File: src/rtl/core/bci_pkg.sv
// shared types, widths and codes for the breakpoint curve interpolator
// no dependencies
`timescale 1ns / 1ps

package bci_pkg;

	localparam int MAX_POINTS_DEF = 64;
	localparam int POS_W          = 32;
	localparam int LVL_W          = 17;
	localparam int IDX_W          = 6;
	localparam int CNT_W          = 7;
	localparam int CFG_W          = 17;
	localparam int CFG_IDX_W      = 1;
	localparam int DEN_W          = POS_W + 1;
	localparam int PROD_W         = POS_W + LVL_W;
	localparam int DIV_STEPS      = LVL_W;
	localparam int DCNT_W         = 5;

	localparam logic [LVL_W-1:0] LEVEL_ONE = 17'd65536;

	localparam logic CMD_WRITE = 1'b0;
	localparam logic CMD_QUERY = 1'b1;

	localparam logic [CFG_IDX_W-1:0] REG_POINT_COUNT = 1'd0;
	localparam logic [CFG_IDX_W-1:0] REG_FALLBACK    = 1'd1;

	typedef enum logic [2:0] {
		ST_IDLE,
		ST_SCAN,
		ST_MUL,
		ST_DINIT,
		ST_DIV,
		ST_SUM,
		ST_FIN
	} state_t;

	typedef struct packed {
		logic start;
		logic write;
		logic step;
		logic load_fb;
		logic load_last;
		logic setup;
		logic mul;
		logic div_init;
		logic div_step;
		logic load_interp;
		logic out_load;
	} bci_cmd_t;

	typedef struct packed {
		logic n_zero;
		logic below;
		logic first;
		logic last;
		logic div_done;
		logic out_free;
	} bci_status_t;

	function automatic logic [LVL_W-1:0] clamp_level(input logic [LVL_W-1:0] v);
		clamp_level = (v > LEVEL_ONE) ? LEVEL_ONE : v;
	endfunction

endpackage

File: src/rtl/core/bci_ctrl.sv
// controller state machine for the breakpoint curve interpolator
// depends on bci_pkg
`timescale 1ns / 1ps

module bci_ctrl (
	input  logic                  clk,
	input  logic                  arst_n,
	input  logic                  in_valid,
	input  logic                  command,
	input  bci_pkg::bci_status_t  status,
	output logic                  in_stall,
	output bci_pkg::bci_cmd_t     cmd
);

	bci_pkg::state_t state_q;
	bci_pkg::state_t state_next;

	always_ff @(posedge clk or negedge arst_n) begin
		if (!arst_n) begin
			state_q <= bci_pkg::ST_IDLE;
		end else begin
			state_q <= state_next;
		end
	end

	always_comb begin
		state_next = state_q;
		unique case (state_q)
			bci_pkg::ST_IDLE: begin
				if (in_valid && command == bci_pkg::CMD_QUERY) begin
					state_next = status.n_zero ? bci_pkg::ST_FIN : bci_pkg::ST_SCAN;
				end
			end
			bci_pkg::ST_SCAN: begin
				if (status.below) begin
					state_next = status.first ? bci_pkg::ST_FIN : bci_pkg::ST_MUL;
				end else if (status.last) begin
					state_next = bci_pkg::ST_FIN;
				end
			end
			bci_pkg::ST_MUL:   state_next = bci_pkg::ST_DINIT;
			bci_pkg::ST_DINIT: state_next = bci_pkg::ST_DIV;
			bci_pkg::ST_DIV: begin
				if (status.div_done) begin
					state_next = bci_pkg::ST_SUM;
				end
			end
			bci_pkg::ST_SUM:   state_next = bci_pkg::ST_FIN;
			bci_pkg::ST_FIN: begin
				if (status.out_free) begin
					state_next = bci_pkg::ST_IDLE;
				end
			end
			default: state_next = bci_pkg::ST_IDLE;
		endcase
	end

	always_comb begin
		cmd      = '0;
		in_stall = 1'b1;
		unique case (state_q)
			bci_pkg::ST_IDLE: begin
				in_stall = 1'b0;
				if (in_valid) begin
					if (command == bci_pkg::CMD_QUERY) begin
						cmd.start   = ~status.n_zero;
						cmd.load_fb = status.n_zero;
					end else begin
						cmd.write = 1'b1;
					end
				end
			end
			bci_pkg::ST_SCAN: begin
				if (status.below) begin
					cmd.load_fb = status.first;
					cmd.setup   = ~status.first;
				end else if (status.last) begin
					cmd.load_last = 1'b1;
				end else begin
					cmd.step = 1'b1;
				end
			end
			bci_pkg::ST_MUL:   cmd.mul         = 1'b1;
			bci_pkg::ST_DINIT: cmd.div_init    = 1'b1;
			bci_pkg::ST_DIV:   cmd.div_step    = 1'b1;
			bci_pkg::ST_SUM:   cmd.load_interp = 1'b1;
			bci_pkg::ST_FIN:   cmd.out_load    = status.out_free;
			default: cmd = '0;
		endcase
	end

endmodule

File: config.mk
export PLATFORM = sky130hd
export DESIGN_NAME = bci_ctrl
export DESIGN_NICKNAME = d
export VERILOG_FILES = /design/src/rtl/core/bci_pkg.sv /design/src/rtl/core/bci_ctrl.sv
export SDC_FILE = /design/constraint.sdc
export NUM_CORES = 1
export LEC_CHECK = 0
export BUFFER_PORTS_ARGS = -buffer_cell sky130_fd_sc_hd__buf_2
export CORE_AREA = 2 2 39 41
export CTS_CLUSTER_DIAMETER = 50
export DETAILED_ROUTE_END_ITERATION = 16
export DIE_AREA = 0 0 41 43
export GPL_TIMING_DRIVEN = 1
export PLACE_DENSITY_LB_ADDON = 0.12
export SETUP_SLACK_MARGIN = 0.2
export SYNTH_ARGS = -nofsm -noshare
export SYNTH_HDL_FRONTEND = slang
export SYNTH_SLANG_ARGS = --single-unit
File: constraint.sdc
create_clock -name clk -period 1.7 [get_ports clk]
set_input_delay 0.17 -clock clk [delete_from_list [all_inputs] [get_ports clk]]
set_output_delay 0.17 -clock clk [all_outputs]
set_load 0.01 [all_outputs]
==> metrics, run 1 <==
post-synth top area cell=dfrtp_1; busiest metal layer after global routing=met2; Post-Synth Adder-Cell Area=0; met1 Track Usage GR=0.1548; Tcrit/Tclk final=0.8947; fmax=between 0.6 and 0.7 GHz; antenna viol nets, final=0; initial antenna violation count=0; IO Port Bufs=21; count of final setup violators=0; commonest non-fill, non-tap cell in the layout=buf_2; Setup WS pre-CTS=around 0.32 ns; internal power=approximately 580 µW; Peak VDD IR=between 800 and 900 µV; Starting Density=0.2242; share of cells above drive strength 1=0.6081; Switching Share=0.4044; distinct cell type count after synthesis=22; most frequent cells in the layout=buf_2, buf_4, nand3_1, nor2_1; RR Endpoint=state_q[2]$_DFFE_PN0P_; row count=14; first-pass GRT wire length=about 1400 µm; count of final max-slew check failures=0; WHS Endpoint=state_q[0]$_DFFE_PN0P_; initial DRC count=3; half-perimeter wire length after placement=about 630 µm; ant diodes=0; DR WL/cell=about 10 µm; final hold violation count=0; Reg2Reg Setup Slack=0.28 ns; vias in the first global route=about 330; xor/xnor share of the synthesized area=0; Worst Reg-to-Reg Cells=5; Die H=roughly 43 µm; Clock Sinks=3; Num CTS Buffers=3; final worst slack=~0.18 ns; vias=approximately 400; core footprint=roughly 0.0014 mm²; post-synthesis mux area share=0; Post-synth EDFFs=0; pin count of the biggest net entering global routing=10; htree depth=1; Die W=41 µm; fin cells=90; switching power summed over all nets=393.2 µW; max reg flops=3; Boundary Pins=22; pwr/cell area=~1700 mW/mm²; clock network fraction of total power=0.130; DP Area=425.4 µm²; drt pass-1 iters=2; Rel. slew slack=0.8438; post-synthesis simple-gate area fraction=0.5161; Pleak=~0.31 nW; cell count after synthesis=between 40 and 50; TritonCTS clock tree=done; async set or reset register ratio after synthesis=1.000; syn_area_per_cell=approximately 7.4 µm²; WS Path Type=flop to output pin; setup TNS=0 ns; top cell type's share of synthesized area=0.2419; Net Count, Synth=between 50 and 60; Area Overhead vs Synth=88.71%; worst-path fanout max=5; routability cong.=roughly 0.71; Clock Tree Buf Depth=2; buffer and inverter count on the worst path=1; hold_ws=around 0.22 ns; WP data arrival=between 1 and 1.5 ns; Comb pwr share=0.703; fin util=0.4231; CP Cell Sequence=or3_4 -> nor3b_2 -> buf_2; Skew-Pair Late Insertion Delay=about 0.23 ns; Post-Syn Area=310.3 µm²; Seq cells post-synth=3; met2 Usage GRT=0.1625; detailed-route wire length=roughly 900 µm; routed vias/inst=4.422; synth top area cells=dfrtp_1, nand3_1, nand2_1; met3 global-route usage=0.03141; most used flip-flop cell after synthesis=dfrtp_1; setup repair after global routing missed its margin=yes; dpl cells=slightly below 80; post-synthesis compound-gate area fraction=0.1613; Data required, critical path=around 1.5 ns; global route overflow=0; Setup crit end kind=output pin; hold path start=status[1]; clock-pin slew on the worst setup and hold paths=about 0.04 ns; Worst Setup Start Kind=flop; hold path cells=3; register area share after synthesis=0.2419; Biggest register=state_q; largest family of logic cells by synthesized area=simple AND/OR/NAND/NOR gates; sequential power share=0.168; maxcap violations=0; reg2reg start=state_q[1]$_DFFE_PN0P_; status=complete, no violations; nets=85; Clock Tree Root=clkbuf_4; Worst path top cell family by delay=simple AND/OR/NAND/NOR gates; synth warn=0; Finished Cell Area=585.6 µm²; minimum clock period=roughly 1.5 ns; slowest cell delay on critical path=approximately 0.44 ns; Worst-Margin Slew=around 0.23 ns; Total GRT Usage=0.1216; DRC viols=0; die footprint=roughly 0.0018 mm²; CP max-delay cell=dfrtp_2; largest registers=state_q (3); final worst clock skew=0.003857 ns; Hold WC Path Type=input port to flop; Overall Power=slightly below 1 mW
worst max-delay path by stage:
stage,from,end,depth (start not counted)
3_3_place_gp,state_q[1]$_DFFE_PN0P_,cmd[9],3
4_1_cts,state_q[0]$_DFFE_PN0P_,cmd[9],3
5_1_grt,state_q[0]$_DFFE_PN0P_,cmd[9],3
6_report,state_q[0]$_DFFE_PN0P_,cmd[9],3
3_5_place_dp,state_q[1]$_DFFE_PN0P_,cmd[9],3
2_1_floorplan,state_q[1]$_DFFE_PN0P_,cmd[9],3
synth_stat cells, types with 2 or more instances:
master / number
nor2b_1: 2
inv_1: 4
nor3_1: 2
nor2_1: 5
nand3_1: 4
buf_2: 2
and3b_1: 2
nand2_1: 5
dfrtp_1: 3
layer usage:
metal  part of all wire  up-vias  wire length, µm
li1                   -      213                -
met1               0.44      172              395
met2               0.50       13              448
met3              0.063        0               57
met4                  0        0                0
met5                  0        -                0
cells by family after synthesis:
group / count (synthesis)
simple gates: 26
buf+inv: 6
flops: 3
compound gates: 7
final cells by class:
cell class	count	area [µm²]
inverters	4	15.01
fillers	155	798.3
well taps	16	20.02
repair buffers	30	210.2
clock buffers	4	26.28
multi-input cells	33	235.2
flip-flops and latches	3	78.83
power by group through the flow:
stage	Sequential, mW	Clock (mW)	Combinational (mW)
floorplan	0.130	0	0.335
global route	0.166	0.148	0.759
detailed placement	0.206	0	0.368
finish	0.163	0.126	0.683
CTS	0.161	0.134	0.596
global placement	0.205	0	0.368
worst reg2reg max path: cells and delay by family (launching register included):
kind	cells	cell delay, ns
and+or+nand+nor	2	0.37
buffers and inverters	2	0.29
AOI/OAI and AO/OA	1	0.22
DFF	1	0.43
timing repair:
action / in CTS / in global routing
hold buffers: 1 / 0
endpoints found under the setup margin: 5 / 12
setup buffers: 7 / 1
hold endpoints to repair: 3 / 0
resized for setup: 4 / 9
cloned: 0 / 0
pin swaps: 4 / 4
(Power assumes the default switching activity.)
==> run 2: changes to the inputs <==
--- a/config.mk
+++ b/config.mk
@@ -5,11 +5,11 @@
 export SDC_FILE = /design/constraint.sdc
 export NUM_CORES = 1
 export LEC_CHECK = 0
-export BUFFER_PORTS_ARGS = -buffer_cell sky130_fd_sc_hd__buf_2
 export CORE_AREA = 2 2 39 41
 export CTS_CLUSTER_DIAMETER = 50
 export DETAILED_ROUTE_END_ITERATION = 16
 export DIE_AREA = 0 0 41 43
+export DONT_BUFFER_PORTS = 1
 export GPL_TIMING_DRIVEN = 1
 export PLACE_DENSITY_LB_ADDON = 0.12
 export SETUP_SLACK_MARGIN = 0.2
==> metrics, run 2 (synthesis gave the netlist of run 1 again) <==
CP Cell Sequence=or3_4 -> nor3b_4 (was or3_4 -> nor3b_2 -> buf_2); Area Overhead vs Synth=35.48% (was 88.71%); initial antenna violation count=0 (unchanged); Boundary Pins=22 (unchanged); DR WL/cell=12.42 µm (was 10.01 µm); Total GRT Usage=0.09457 (was 0.1216); die footprint=0.001763 mm² (unchanged); WP data arrival=1.29 ns (was 1.35 ns); Setup crit end kind=output pin (unchanged); Rel. slew slack=0.7506 (was 0.8438); WP depth=2 (was 3); global route overflow=0 (unchanged); FF+latch area=78.83 µm² (unchanged); largest registers=state_q (3) (unchanged); Finished Cell Area=420.4 µm² (was 585.6 µm²); DRC viols=0 (unchanged); row count=14 (unchanged); antenna viol nets, final=0 (unchanged); status=complete, no violations (unchanged); Pleak=0.1951 nW (was 0.3119 nW); Clock Tree Buf Depth=2 (unchanged); setup repair after global routing missed its margin=yes (unchanged); Worst Setup Start Kind=flop (unchanged); Tcrit/Tclk final=0.8594 (was 0.8947); Worst-Margin Slew=0.3713 ns (was 0.2344 ns); detailed-route wire length=820 µm (was 901 µm); final hold violation count=0 (unchanged); routed vias/inst=4.894 (was 4.422); Worst Reg-to-Reg Cells=5 (unchanged); most frequent cells in the layout=nor2_1, nand2_1, nand3_1, buf_4 (was buf_2, buf_4, nand3_1, nor2_1); clock-pin slew on the worst setup and hold paths=0.04 ns (about the same); Clock Sinks=3 (unchanged); TritonCTS clock tree=done (unchanged); fin cells=66 (was 90); CP max-delay cell=or3_4 (was dfrtp_2); maxcap violations=0 (unchanged); fill cell count=154 (was 155); initial DRC count=1 (was 3); hold path cells=2 (was 3); Biggest register=state_q (unchanged); Data required, critical path=1.53 ns (about the same); Clock Tree Root=clkbuf_4 (unchanged); fin util=0.3038 (was 0.4231); ant diodes=0 (unchanged); fmax=0.6845 GHz (was 0.6574 GHz); Reg2Reg Setup Slack=0.27 ns (was 0.28 ns); share of cells above drive strength 1=0.3200 (was 0.6081); core footprint=0.001384 mm² (unchanged); Worst path top cell family by delay=simple AND/OR/NAND/NOR gates (unchanged); slowest cell delay on critical path=0.44 ns (about the same); Die H=43 µm (unchanged); final worst clock skew=0.001452 ns (was 0.003857 ns); max reg flops=3 (unchanged); DP Area=320.3 µm² (was 425.4 µm²); Skew-Pair Late Insertion Delay=0.23 ns (about the same); multi-input logic area=220.2 µm² (was 235.2 µm²); half-perimeter wire length after placement=632.8 µm (was 633.3 µm); buffer and inverter count on the worst path=0 (was 1); dpl cells=56 (was 77); worst-path fanout max=4 (was 5); drt pass-1 iters=4 (was 2); Num CTS Buffers=3 (unchanged); count of final max-slew check failures=0 (unchanged); setup TNS=0 ns (unchanged); vias in the first global route=297 (was 332); pwr/cell area=1818 mW/mm² (was 1661 mW/mm²); Peak VDD IR=722.9 µV (was 855.1 µV); Starting Density=0.2242 (unchanged); pin count of the biggest net entering global routing=9 (was 10); Hold WC Path Type=input port to flop (unchanged); first-pass GRT wire length=1090 µm (was 1366 µm); minimum clock period=1.461 ns (was 1.521 ns); routability cong.=0.7141 (was 0.7060); nets=61 (was 85); WS Path Type=flop to output pin (unchanged); count of final setup violators=0 (unchanged); vias=323 (was 398); htree depth=1 (unchanged); Die W=41 µm (unchanged); IO Port Bufs=0 (was 21)
run 2: final timing paths:
check / from / endpoint
max in group asynchronous: arst_n / state_q[1]$_DFFE_PN0P_
max reg2reg: state_q[2]$_DFFE_PN0P_ / state_q[2]$_DFFE_PN0P_
min reg2reg: state_q[1]$_DFFE_PN0P_ / state_q[1]$_DFFE_PN0P_
max: state_q[2]$_DFFE_PN0P_ / cmd[9]
min: status[1] / state_q[0]$_DFFE_PN0P_
min in group asynchronous: arst_n / state_q[2]$_DFFE_PN0P_
run 2: repair_timing:
item                                   CTS  global route
endpoints found under the hold margin    3             0
setup buffers                            4             1
setup endpoints to repair                3             5
gates resized for setup                  5             1
pin swaps                                2             3
hold buffers                             1             0
run 2: routing by layer:
metal  vias up  part of all wire  global-route usage
li1        163                 -                   -
met1       145              0.39             0.09061
met5         -                 0                   0
met2        15              0.53              0.1594
met3         0             0.084             0.01571
met4         0                 0             0.08000
run 2: metrics by stage:
step	hold WS, ns	worst slack (ns)	power, mW
finish	0.1232	0.2391	0.7643
global route	0.1129	0.1767	0.8269
CTS	0.1152	0.2034	0.7727
detailed placement	-0.1255	0.3376	0.5107
global placement	-0.1255	0.3420	0.5085
floorplan	-0.1256	0.3736	0.4645
run 2: cell type report:
class / instances / area share
flip-flops and latches: 3 / 0.1875
clock buffers: 4 / 0.06250
well taps: 16 / 0.04762
inverters: 4 / 0.03571
repair buffers: 6 / 0.1429
multi-input cells: 33 / 0.5238
run 2: report_power, final:
part / switching, mW / internal, mW / leakage (nW)
Clock: 0.0375 / 0.0880 / 0.0150
Combinational: 0.258 / 0.230 / 0.147
Sequential: 0.0357 / 0.115 / 0.0327
==> run 3: changes to the inputs <==
--- a/config.mk
+++ b/config.mk
@@ -11,6 +11,7 @@
 export DIE_AREA = 0 0 41 43
 export DONT_BUFFER_PORTS = 1
 export GPL_TIMING_DRIVEN = 1
+export HOLD_SLACK_MARGIN = 0.15
 export PLACE_DENSITY_LB_ADDON = 0.12
 export SETUP_SLACK_MARGIN = 0.2
 export SYNTH_ARGS = -nofsm -noshare
==> metrics, run 3 (synthesis gave the netlist of run 1 again) <==
Peak VDD IR=722.8 µV (was 722.9 µV); fmax=0.6845 GHz (unchanged); status=complete, no violations (unchanged); detailed-route wire length=834 µm (was 820 µm); initial DRC count=1 (unchanged); max reg flops=3 (unchanged); Worst Setup Start Kind=flop (unchanged); drt pass-1 iters=4 (unchanged); Area Overhead vs Synth=41.94% (was 35.48%); half-perimeter wire length after placement=632.8 µm (unchanged); ant diodes=0 (unchanged); slowest cell delay on critical path=0.44 ns (about the same); first-pass GRT wire length=1097 µm (was 1090 µm); CP Cell Sequence=or3_4 -> nor3b_4 (unchanged); vias=332 (was 323); IO Port Bufs=0 (unchanged); Biggest register=state_q (unchanged); DR WL/cell=12.26 µm (was 12.42 µm); Overall Power=769.2 µW (was 764.3 µW); Setup crit end kind=output pin (unchanged); TritonCTS clock tree=done (unchanged); RR Endpoint=state_q[2]$_DFFE_PN0P_ (unchanged); Tcrit/Tclk final=0.8594 (unchanged); Clock Tree Root=clkbuf_4 (unchanged); die footprint=0.001763 mm² (unchanged); met3 wire len=69 µm (unchanged); Clock Sinks=3 (unchanged); Starting Density=0.2242 (unchanged); worst-path fanout max=4 (unchanged); Reg2Reg Setup Slack=0.27 ns (about the same); CP max-delay cell=or3_4 (unchanged); Pleak=0.2035 nW (was 0.1951 nW); share of cells above drive strength 1=0.3077 (was 0.3200); Num CTS Buffers=3 (unchanged); Total GRT Usage=0.09457 (unchanged); routed vias/inst=4.882 (was 4.894); Boundary Pins=22 (unchanged); Skew-Pair Late Insertion Delay=0.23 ns (about the same); met1 wire length=330 µm (was 317 µm); Rel. slew slack=0.7514 (was 0.7506); maxcap violations=0 (unchanged); WS Path Type=flop to output pin (unchanged); count of final max-slew check failures=0 (unchanged); final hold violation count=0 (unchanged); minimum clock period=1.461 ns (unchanged); most frequent cells in the layout=nor2_1, nand2_1, nand3_1, buf_4 (unchanged); nets=63 (was 61); DRC viols=0 (unchanged); reg2reg start=state_q[2]$_DFFE_PN0P_ (unchanged); Clock Tree Buf Depth=2 (unchanged); dpl cells=56 (unchanged); top sig layer=met3 (unchanged); Die W=41 µm (unchanged); clock-pin slew on the worst setup and hold paths=0.04 ns (about the same); setup TNS=0 ns (unchanged); Worst Reg-to-Reg Cells=5 (unchanged); row count=14 (unchanged); global route overflow=0 (unchanged); Worst-Margin Slew=0.3701 ns (was 0.3713 ns); Die H=43 µm (unchanged); DR WL met2=434 µm (was 432 µm); fin cells=68 (was 66); WP data arrival=1.29 ns (about the same); routability cong.=0.7141 (unchanged); Hold WC Path Type=input port to async pin (was input port to flop); initial antenna violation count=0 (unchanged); setup repair after global routing missed its margin=yes (unchanged); final worst clock skew=0.001452 ns (unchanged); htree depth=1 (unchanged); antenna viol nets, final=0 (unchanged); vias in the first global route=303 (was 297); hold_ws=0.1856 ns (was 0.1232 ns); Data required, critical path=1.53 ns (about the same); pwr/cell area=1747 mW/mm² (was 1818 mW/mm²); largest registers=state_q (3) (unchanged); pin count of the biggest net entering global routing=9 (unchanged); core footprint=0.001384 mm² (unchanged); fill cell count=153 (was 154); CP startpoint=state_q[2]$_DFFE_PN0P_ (unchanged); count of final setup violators=0 (unchanged)
[run 3: cell count changes in the layout (fill, tap and decap cells not counted)]
cell           delta
dlygate4sd3_1     +2
[run 3: worst max path at each step]
stage / to / slack [ns] / cells past startpoint
3_3_place_gp: cmd[7] / 0.34 / 2
3_5_place_dp: cmd[7] / 0.34 / 2
5_1_grt: cmd[9] / 0.18 / 2
2_1_floorplan: cmd[9] / 0.37 / 3
4_1_cts: cmd[9] / 0.20 / 2
6_report: cmd[9] / 0.24 / 2
[run 3: timing repair]
item | 4_1_cts | 5_1_grt
hold buffers | 3 | 0
pin swaps | 2 | 3
setup endpoints to repair | 3 | 5
resized for setup | 5 | 1
setup buffers | 4 | 1
hold endpoints to repair | 6 | 0
[run 3: metrics by stage]
stage                 util  worst slack, ns  instance area, µm²
floorplan                -           0.3736               310.3
global placement    0.2315           0.3420               320.3
detailed placement  0.2315           0.3376               320.3
CTS                 0.3128           0.2034               432.9
global route        0.3183           0.1767               440.4
finish              0.3183           0.2391               440.4
[run 3: layout make-up]
cell class / instances / area, µm² / area share
clock buffers: 4 / 26.28 / 0.05966
flip-flops and latches: 3 / 78.83 / 0.1790
well taps: 16 / 20.02 / 0.04545
inverters: 4 / 15.01 / 0.03409
repair buffers: 8 / 80.08 / 0.1818
multi-input cells: 33 / 220.2 / 0.5000
[run 3: critical path: cells and delay by family, from the launching register on]
family           cells  cell delay [ns]
flip-flops           1             0.40
AND/OR/NAND/NOR      2             0.67
[run 3: where the power goes]
| group | total [mW] | leakage [nW] | switching, mW | internal, mW |
|---|---|---|---|---|
| registers | 0.151 | 0.0327 | 0.0357 | 0.115 |
| logic | 0.493 | 0.156 | 0.260 | 0.233 |
| clock network | 0.126 | 0.0150 | 0.0375 | 0.0880 |
| total | 0.769 | 0.203 | 0.333 | 0.436 |
[run 3: routing by layer]
metal,GRT usage,vias up
li1,-,167
met3,0.01571,0
met2,0.1594,15
met4,0.08000,0
met1,0.09061,150
met5,0,-
